**src/sv/x11df_pkg.sv**
```systemverilog
// shared types, constants and helpers for the x11 stream deframer
package x11df_pkg;

  localparam int DEFAULT_CLIENTS = 8;
  localparam int POS_W           = 18;

  localparam logic [7:0] ORDER_LITTLE = 8'h6C;
  localparam logic [7:0] ORDER_BIG    = 8'h42;

  localparam logic [POS_W-1:0] SETUP_FIXED = 18'd12;

  // byte positions with a meaning inside a message
  localparam logic [POS_W-1:0] POS_ORDER        = 18'd0;
  localparam logic [POS_W-1:0] POS_REQ_LEN_LO   = 18'd2;
  localparam logic [POS_W-1:0] POS_REQ_LEN_HI   = 18'd3;
  localparam logic [POS_W-1:0] POS_AUTH_NAME_LO = 18'd6;
  localparam logic [POS_W-1:0] POS_AUTH_NAME_HI = 18'd7;
  localparam logic [POS_W-1:0] POS_AUTH_DATA_LO = 18'd8;
  localparam logic [POS_W-1:0] POS_AUTH_DATA_HI = 18'd9;

  typedef enum logic [1:0] {
    PHASE_SETUP   = 2'b01,
    PHASE_REQUEST = 2'b10
  } phase_t;

  typedef enum logic [1:0] {
    STATUS_OK          = 2'd0,
    STATUS_BAD_ORDER   = 2'd1,
    STATUS_ZERO_LENGTH = 2'd2,
    STATUS_DROPPED     = 2'd3
  } status_t;

  typedef enum logic {
    KIND_SETUP   = 1'b0,
    KIND_REQUEST = 1'b1
  } kind_t;

  typedef struct packed {
    logic [2:0] client_index;
    logic       connection_start;
    logic [7:0] data_byte;
  } item_t;

  typedef struct packed {
    logic [2:0] client_tag;
    logic [7:0] byte_out;
    logic       big_endian;
    kind_t      message_kind;
    logic       first_of_message;
    logic       last_of_message;
    status_t    status;
  } result_t;

  typedef struct packed {
    phase_t           phase;
    logic             order_big;
    logic [POS_W-1:0] byte_position;
    logic [POS_W-1:0] message_length;
    logic [7:0]       held_byte;
    logic             closed_flag;
  } conn_state_t;

  typedef struct packed {
    logic        en;
    conn_state_t state;
  } conn_write_t;

  localparam conn_state_t CONN_RESET = '{
    phase:          PHASE_SETUP,
    order_big:      1'b0,
    byte_position:  '0,
    message_length: '0,
    held_byte:      8'd0,
    closed_flag:    1'b0
  };

  localparam conn_state_t CONN_CLOSED = '{
    phase:          PHASE_SETUP,
    order_big:      1'b0,
    byte_position:  '0,
    message_length: '0,
    held_byte:      8'd0,
    closed_flag:    1'b1
  };

  // 16-bit field from the held byte and the current one
  function automatic logic [15:0] join16(input logic big, input logic [7:0] held,
                                         input logic [7:0] second);
    logic [15:0] v;
    if (big) begin
      v = {held, second};
    end else begin
      v = {second, held};
    end
    return v;
  endfunction

  // round up to a multiple of four
  function automatic logic [POS_W-1:0] pad4(input logic [15:0] x);
    logic [POS_W-1:0] s;
    s = {2'b00, x} + 18'd3;
    return {s[POS_W-1:2], 2'b00};
  endfunction

endpackage

```
**src/sv/x11_stream_deframer.sv**
```systemverilog
// x11 stream deframer top level: input stage, framing logic, result register
//
// Usage: each word on the item channel (item_valid/item_ready) carries one
// byte of one client connection, its client index and a connection start
// flag. Each accepted word yields exactly one result word on the result
// channel (result_valid/result_ready): the byte and its client, the
// connection byte order, the message kind, first/last marks and a status.
// An accepted word is registered in the input stage and then in the result
// register once the result side is free; one word is accepted per cycle
// while the result side does not stall, for any client mix.
// Per-connection state sits in a small memory read when a word is taken
// and written when the word leaves the input stage, with a bypass so that
// back-to-back words of the same client see the freshest state.
// Reset clears the input stage, result_valid and the per-entry valid bits,
// so every connection starts in its setup phase; item_ready stays low
// while rst is high.
// When the receiver stalls, the result is held and one more word can
// still be taken into the input stage; after that item_ready drops.
module x11_stream_deframer #(
  parameter int CLIENTS = x11df_pkg::DEFAULT_CLIENTS
) (
  input  logic                clk,
  input  logic                rst,
  input  x11df_pkg::item_t    item,
  input  logic                item_valid,
  output logic                item_ready,
  output x11df_pkg::result_t  result,
  output logic                result_valid,
  input  logic                result_ready
);

  localparam int AW = (CLIENTS > 1) ? $clog2(CLIENTS) : 1;

  x11df_pkg::item_t       a_item;
  logic                   a_valid;
  logic                   a_in_range;
  logic                   accept;
  logic                   a_fire;
  logic                   in_range;
  x11df_pkg::conn_state_t cur;
  x11df_pkg::result_t     calc;
  x11df_pkg::conn_write_t calc_wr;
  x11df_pkg::conn_write_t wr;

  assign in_range   = (32'(item.client_index) < CLIENTS);
  assign a_fire     = a_valid && (!result_valid || result_ready);
  assign item_ready = !rst && (!a_valid || a_fire);
  assign accept     = item_valid && item_ready;

  assign wr.en    = a_fire && calc_wr.en;
  assign wr.state = calc_wr.state;

  always_ff @(posedge clk) begin
    if (rst) begin
      a_valid      <= 1'b0;
      result_valid <= 1'b0;
    end else begin
      if (item_ready) begin
        a_valid <= item_valid;
      end
      if (a_fire) begin
        result_valid <= 1'b1;
      end else if (result_ready) begin
        result_valid <= 1'b0;
      end
    end
  end

  always_ff @(posedge clk) begin
    if (accept) begin
      a_item     <= item;
      a_in_range <= in_range;
    end
    if (a_fire) begin
      result <= calc;
    end
  end

  x11df_state_mem #(
    .CLIENTS (CLIENTS),
    .AW      (AW)
  ) u_state_mem (
    .clk      (clk),
    .rst      (rst),
    .rd_en    (accept && in_range),
    .rd_addr  (AW'(item.client_index)),
    .rd_state (cur),
    .wr       (wr),
    .wr_addr  (AW'(a_item.client_index))
  );

  x11df_frame_logic u_frame_logic (
    .item     (a_item),
    .in_range (a_in_range),
    .cur      (cur),
    .result   (calc),
    .wr       (calc_wr)
  );

endmodule

```
**src/sv/x11df_state_mem.sv**
```systemverilog
// per-connection state memory with valid bits and a registered, bypassed read
module x11df_state_mem #(
  parameter int CLIENTS = x11df_pkg::DEFAULT_CLIENTS,
  parameter int AW      = (CLIENTS > 1) ? $clog2(CLIENTS) : 1
) (
  input  logic                    clk,
  input  logic                    rst,
  input  logic                    rd_en,
  input  logic [AW-1:0]           rd_addr,
  output x11df_pkg::conn_state_t  rd_state,
  input  x11df_pkg::conn_write_t  wr,
  input  logic [AW-1:0]           wr_addr
);

  x11df_pkg::conn_state_t mem [CLIENTS];
  logic [CLIENTS-1:0]     valid;

  x11df_pkg::conn_state_t rd_raw;
  x11df_pkg::conn_state_t rd_fwd;
  logic                   rd_valid;
  logic                   rd_bypass;

  always_ff @(posedge clk) begin
    if (wr.en) begin
      mem[wr_addr] <= wr.state;
    end
  end

  always_ff @(posedge clk) begin
    if (rst) begin
      valid <= '0;
    end else if (wr.en) begin
      valid[wr_addr] <= 1'b1;
    end
  end

  // a write in the same cycle as the read wins
  always_ff @(posedge clk) begin
    if (rd_en) begin
      rd_raw <= mem[rd_addr];
      rd_fwd <= wr.state;
    end
  end

  always_ff @(posedge clk) begin
    if (rst) begin
      rd_valid  <= 1'b0;
      rd_bypass <= 1'b0;
    end else if (rd_en) begin
      rd_valid  <= valid[rd_addr];
      rd_bypass <= wr.en && (wr_addr == rd_addr);
    end
  end

  always_comb begin
    if (rd_bypass) begin
      rd_state = rd_fwd;
    end else if (rd_valid) begin
      rd_state = rd_raw;
    end else begin
      rd_state = x11df_pkg::CONN_RESET;
    end
  end

endmodule

```
**src/sv/x11df_frame_logic.sv**
```systemverilog
// per-word framing decision and next connection state
module x11df_frame_logic (
  input  x11df_pkg::item_t        item,
  input  logic                    in_range,
  input  x11df_pkg::conn_state_t  cur,
  output x11df_pkg::result_t      result,
  output x11df_pkg::conn_write_t  wr
);

  x11df_pkg::conn_state_t cs;
  x11df_pkg::conn_state_t nxt;
  x11df_pkg::status_t     st;
  x11df_pkg::kind_t       kind;
  logic [x11df_pkg::POS_W:0]   p1;
  logic [x11df_pkg::POS_W-1:0] pos;
  logic [15:0]            units;
  logic                   big;
  logic                   first;
  logic                   last;
  logic                   drop;

  always_comb begin
    cs    = item.connection_start ? x11df_pkg::CONN_RESET : cur;
    pos   = cs.byte_position;
    p1    = {1'b0, pos} + 19'd1;
    units = x11df_pkg::join16(cs.order_big, cs.held_byte, item.data_byte);
    nxt   = cs;
    st    = x11df_pkg::STATUS_OK;
    kind  = x11df_pkg::KIND_SETUP;
    first = (pos == x11df_pkg::POS_ORDER);
    last  = 1'b0;
    big   = 1'b0;
    drop  = !in_range || (!item.connection_start && cur.closed_flag);

    case (cs.phase)
      x11df_pkg::PHASE_SETUP: begin
        kind = x11df_pkg::KIND_SETUP;
        if (pos == x11df_pkg::POS_ORDER) begin
          if (item.data_byte != x11df_pkg::ORDER_LITTLE &&
              item.data_byte != x11df_pkg::ORDER_BIG) begin
            st = x11df_pkg::STATUS_BAD_ORDER;
          end else begin
            nxt.order_big = (item.data_byte == x11df_pkg::ORDER_BIG);
          end
        end else if (pos == x11df_pkg::POS_AUTH_NAME_LO ||
                     pos == x11df_pkg::POS_AUTH_DATA_LO) begin
          nxt.held_byte = item.data_byte;
        end else if (pos == x11df_pkg::POS_AUTH_NAME_HI) begin
          nxt.message_length = x11df_pkg::SETUP_FIXED + x11df_pkg::pad4(units);
        end else if (pos == x11df_pkg::POS_AUTH_DATA_HI) begin
          nxt.message_length = cs.message_length + x11df_pkg::pad4(units);
        end
        if (st == x11df_pkg::STATUS_OK && pos >= x11df_pkg::POS_AUTH_DATA_HI &&
            p1 == {1'b0, nxt.message_length}) begin
          last = 1'b1;
        end
      end
      default: begin
        // request phase
        kind = x11df_pkg::KIND_REQUEST;
        if (pos == x11df_pkg::POS_REQ_LEN_LO) begin
          nxt.held_byte = item.data_byte;
        end else if (pos == x11df_pkg::POS_REQ_LEN_HI) begin
          if (units == 16'd0) begin
            st = x11df_pkg::STATUS_ZERO_LENGTH;
          end else begin
            nxt.message_length = {units, 2'b00};
          end
        end
        if (st == x11df_pkg::STATUS_OK && pos >= x11df_pkg::POS_REQ_LEN_HI &&
            p1 == {1'b0, nxt.message_length}) begin
          last = 1'b1;
        end
      end
    endcase

    case (st)
      x11df_pkg::STATUS_OK: begin
        big = nxt.order_big;
        if (last) begin
          nxt.byte_position = '0;
          nxt.phase         = x11df_pkg::PHASE_REQUEST;
        end else begin
          nxt.byte_position = p1[x11df_pkg::POS_W-1:0];
        end
      end
      x11df_pkg::STATUS_BAD_ORDER: begin
        nxt   = x11df_pkg::CONN_CLOSED;
        big   = 1'b0;
        kind  = x11df_pkg::KIND_SETUP;
        first = 1'b1;
        last  = 1'b0;
      end
      default: begin
        // zero length request
        big   = cs.order_big;
        nxt   = x11df_pkg::CONN_CLOSED;
        kind  = x11df_pkg::KIND_REQUEST;
        first = 1'b0;
        last  = 1'b0;
      end
    endcase

    if (drop) begin
      st    = x11df_pkg::STATUS_DROPPED;
      big   = 1'b0;
      kind  = x11df_pkg::KIND_SETUP;
      first = 1'b0;
      last  = 1'b0;
    end

    wr.en    = !drop;
    wr.state = nxt;

    result.client_tag       = item.client_index;
    result.byte_out         = item.data_byte;
    result.big_endian       = big;
    result.message_kind     = kind;
    result.first_of_message = first;
    result.last_of_message  = last;
    result.status           = st;
  end

endmodule

```
**config.mk**
```make
export PLATFORM = sky130hd
export DESIGN_NAME = x11_stream_deframer
export DESIGN_NICKNAME = d
export VERILOG_FILES = /design/src/sv/x11df_pkg.sv /design/src/sv/x11_stream_deframer.sv /design/src/sv/x11df_state_mem.sv /design/src/sv/x11df_frame_logic.sv
export SDC_FILE = /design/constraint.sdc
export NUM_CORES = 1
export LEC_CHECK = 0
export ABC_AREA = 1
export ABC_CLOCK_PERIOD_IN_PS = 8800
export BUFFER_PORTS_ARGS = -buffer_cell sky130_fd_sc_hd__buf_2
export CORE_ASPECT_RATIO = 1.75
export CORE_MARGIN = 1.5
export CORE_UTILIZATION = 26
export CTS_CLUSTER_DIAMETER = 50
export DETAILED_ROUTE_END_ITERATION = 10
export PLACE_DENSITY = 0.37
export RECOVER_POWER = 25
export SLEW_MARGIN = 20
export SYNTH_ARGS = -nofsm -noshare
export SYNTH_HDL_FRONTEND = slang
export SYNTH_HIERARCHICAL = 1
export SYNTH_SLANG_ARGS = --single-unit
```
**constraint.sdc**
```tcl
create_clock -name clk -period 8.8 [get_ports clk]
set_input_delay 1.76 -clock clk [delete_from_list [all_inputs] [get_ports clk]]
set_output_delay 1.76 -clock clk [all_outputs]
set_load 0.05 [all_outputs]
```
==> flow_metrics.env <==
export IMPL_htreeDepth=2
export IMPL_relSlewSlack=-1.14
export IMPL_worst_setup_path_start_kind="input port"
export IMPL_clkLatencyLatePin_ps=620
export IMPL_core_um2=96500
export IMPL_cts_tree="built"
export IMPL_p_sw_frac=0.261
export IMPL_cts_root_buf="clkbuf_16"
export IMPL_synth_distinct_cells=57
export IMPL_totalWireLength_um=87400
export IMPL_drt_iter0_markers=1063
export IMPL_synth_top_cell_area_share=0.606
export IMPL_io_pins=35
export IMPL_vias_per_cell=4.76
export IMPL_violations="capacitance limit, slew limit"
export IMPL_dp_hpwl_um=57900
export IMPL_switchingPower_mw=1.46
export IMPL_syn_inst=2556
export IMPL_final_nets=2578
export IMPL_drc=0
export IMPL_tightest_slew_ps=3210
export IMPL_synth_common_cells="nand2_1 (579), edfxtp_1 (509), nor2_1 (339), o21ai_0 (191), inv_1 (185)"
export IMPL_dp_cells=3788
export IMPL_numCtsBuffers=50
export IMPL_dieArea_um2=99000
export IMPL_gp_congestion=1.01
export IMPL_grt_total_usage=0.176
export IMPL_power_leakage_nw=10.6
export IMPL_io_buffers=34
export IMPL_status="finished with violations"
export IMPL_cp_arrival_ps=7080
export IMPL_vdd_drop_max_mv=0.151
export IMPL_clock_path_buffers=3
export IMPL_area_growth_pct=11.2
export IMPL_synth_avg_cell_area_um2=9.87
export IMPL_timing_fmax_mhz=149
export IMPL_dieHeight_um=415
export IMPL_hp_class="register to register"
export IMPL_synth_edf_count=509
export IMPL_maxCapViolations=13
export IMPL_yosys_area_top_type="edfxtp_1"
export IMPL_antenna_left=0
export IMPL_finalHoldViolations=0
export IMPL_yosysSeqAreaShare=0.615
export IMPL_ys_flop_type="edfxtp_1"
export IMPL_clk_pin_slew_ps=60
export IMPL_period_share=0.764
export IMPL_worst_setup_path_type="input port to register"
export IMPL_synthArstFlopShare=0
export IMPL_period_minus_slack_ps=6720
export IMPL_drive_above_1_share=0.0833
export IMPL_stdcell_count=3882
export IMPL_wl_per_cell_um=22.5
export IMPL_initial_core_util=0.261
export IMPL_pwr_share_seq=0.504
export IMPL_syn_area_um2=25200
export IMPL_cp_required_ps=9160
export IMPL_skew_ps=23.0
export IMPL_tns_ps=0
export IMPL_grt_max_degree=90
export IMPL_crit_fanout=64
export IMPL_yosys_cell_count_top_type="nand2_1"
export IMPL_num_rows=151
export IMPL_cts_resized_gates=0
export IMPL_combPwrFrac=0.108
export IMPL_antenna_found_initial=0
export IMPL_filler_cell_count=10100
export IMPL_grt_pass1_vias=18900
export IMPL_dr_total_vias=18500
export IMPL_yosysWarnings=6
export IMPL_cp_end_kind="register"
export IMPL_die_width_um=238
export IMPL_synthTopCellsByArea="edfxtp_1 (61%), nand2_1 (8.6%), nor2_1 (5.0%)"
export IMPL_diodes=0
export IMPL_cts_sinks=521
export IMPL_grt_setup_unrepaired="false"
export IMPL_synth_seq_cells=521
export IMPL_setup_viol=0
export IMPL_finalMaxSlewViolations=383
export IMPL_ctsHoldBuffers=0
export IMPL_p_int_mw=4.14
export IMPL_powerDensity_nw_per_um2=200
export IMPL_post_cts_buffers=0
export IMPL_grt_pass1_wl_um=128000
export IMPL_syn_nets=2593
export IMPL_gr_total_overflow=0
export IMPL_dr_pass1_iters=5
export IMPL_clkPwrFrac=0.388
## worst max-delay path, cell delays in order
cell and delay [ps]:
clkbuf_1 2210, clkinv_2 1730, buf_4 780, o21ai_0 210
o22ai_1 120, nand2_1 80, nand2_1 70
## logic make-up after synthesis
kind of cell	synth area share
compound gates	0.0946
simple gates	0.209
buf+inv	0.0636
xor+xnor	0.00660
flops	0.615
fa+ha+maj	0.0107
other cells	0.000149
## flip-flops by register name, summed over array words and instances (netlist names), 8 cells and up
name,count
result,17
u_state_mem/mem,384
a_item,12
u_state_mem/valid,8
u_state_mem/rd_raw,48
u_state_mem/rd_fwd,48
## cell usage in the layout, fill, tap and decap left out, types with 13 or more instances in the layout
master / count
nand2_1: 579
edfxtp_1: 509
nor2_1: 339
o21ai_0: 190
inv_1: 184
nand3_1: 175
o22ai_1: 96
a21oi_1: 59
o21ai_1: 59
clkbuf_16: 50
clkbuf_1: 36
buf_4: 27
nand4_1: 27
nand2_2: 24
nor2_2: 21
ha_1: 20
inv_2: 15
xor2_1: 13
## metrics by stage
stage	setup slack, ps	power, mW	area (um^2)	hold WS [ps]	utilization
floorplan	1400	3.28	25200	440	-
global placement	2830	3.49	26500	452	0.275
detailed placement	2700	3.50	26500	460	0.275
CTS	2680	5.69	28200	473	0.292
global route	1550	5.81	28000	487	0.290
finish	2080	5.60	28000	469	0.290
## area by class of cell
type / count / area, um^2 / share of cell area
inverter: 204 / 782 / 0.0279
multi-input combinational: 1698 / 8120 / 0.289
timing repair buffer: 66 / 373 / 0.0133
clock inverter: 32 / 330 / 0.0118
clock buffer: 61 / 1290 / 0.0461
tap: 1300 / 1630 / 0.0580
sequential: 521 / 15500 / 0.554
## power by group through the flow
| stage | clock [mW] | combinational, mW | sequential (mW) |
|---|---|---|---|
| 2_1_floorplan | 0 | 0.396 | 2.88 |
| 3_3_place_gp | 0 | 0.616 | 2.88 |
| 3_5_place_dp | 0 | 0.620 | 2.88 |
| 4_1_cts | 2.25 | 0.622 | 2.82 |
| 5_1_grt | 2.32 | 0.670 | 2.83 |
| 6_report | 2.17 | 0.607 | 2.82 |
## final timing paths
path / slack [ps] / cells past startpoint / start / to
setup / recovery: 2080 / 7 / item[10] / u_state_mem/rd_raw[13]
hold / removal: 470 / 2 / u_state_mem/valid[5] / u_state_mem/valid[5]
setup reg to reg: 2310 / 27 / u_state_mem/rd_bypass / u_state_mem/mem[0][32]
hold reg to reg: 470 / 2 / u_state_mem/valid[5] / u_state_mem/valid[5]
## routing by layer
| metal | vias up | GRT usage | wire length, um |
|---|---|---|---|
| li1 | 8753 | - | - |
| met1 | 9240 | 0.194 | 33800 |
| met2 | 339 | 0.339 | 47800 |
| met3 | 151 | 0.0134 | 1910 |
| met4 | 0 | 0.0797 | 3900 |
| met5 | - | 0 | 0 |
Power figures use the tool's default switching activity.
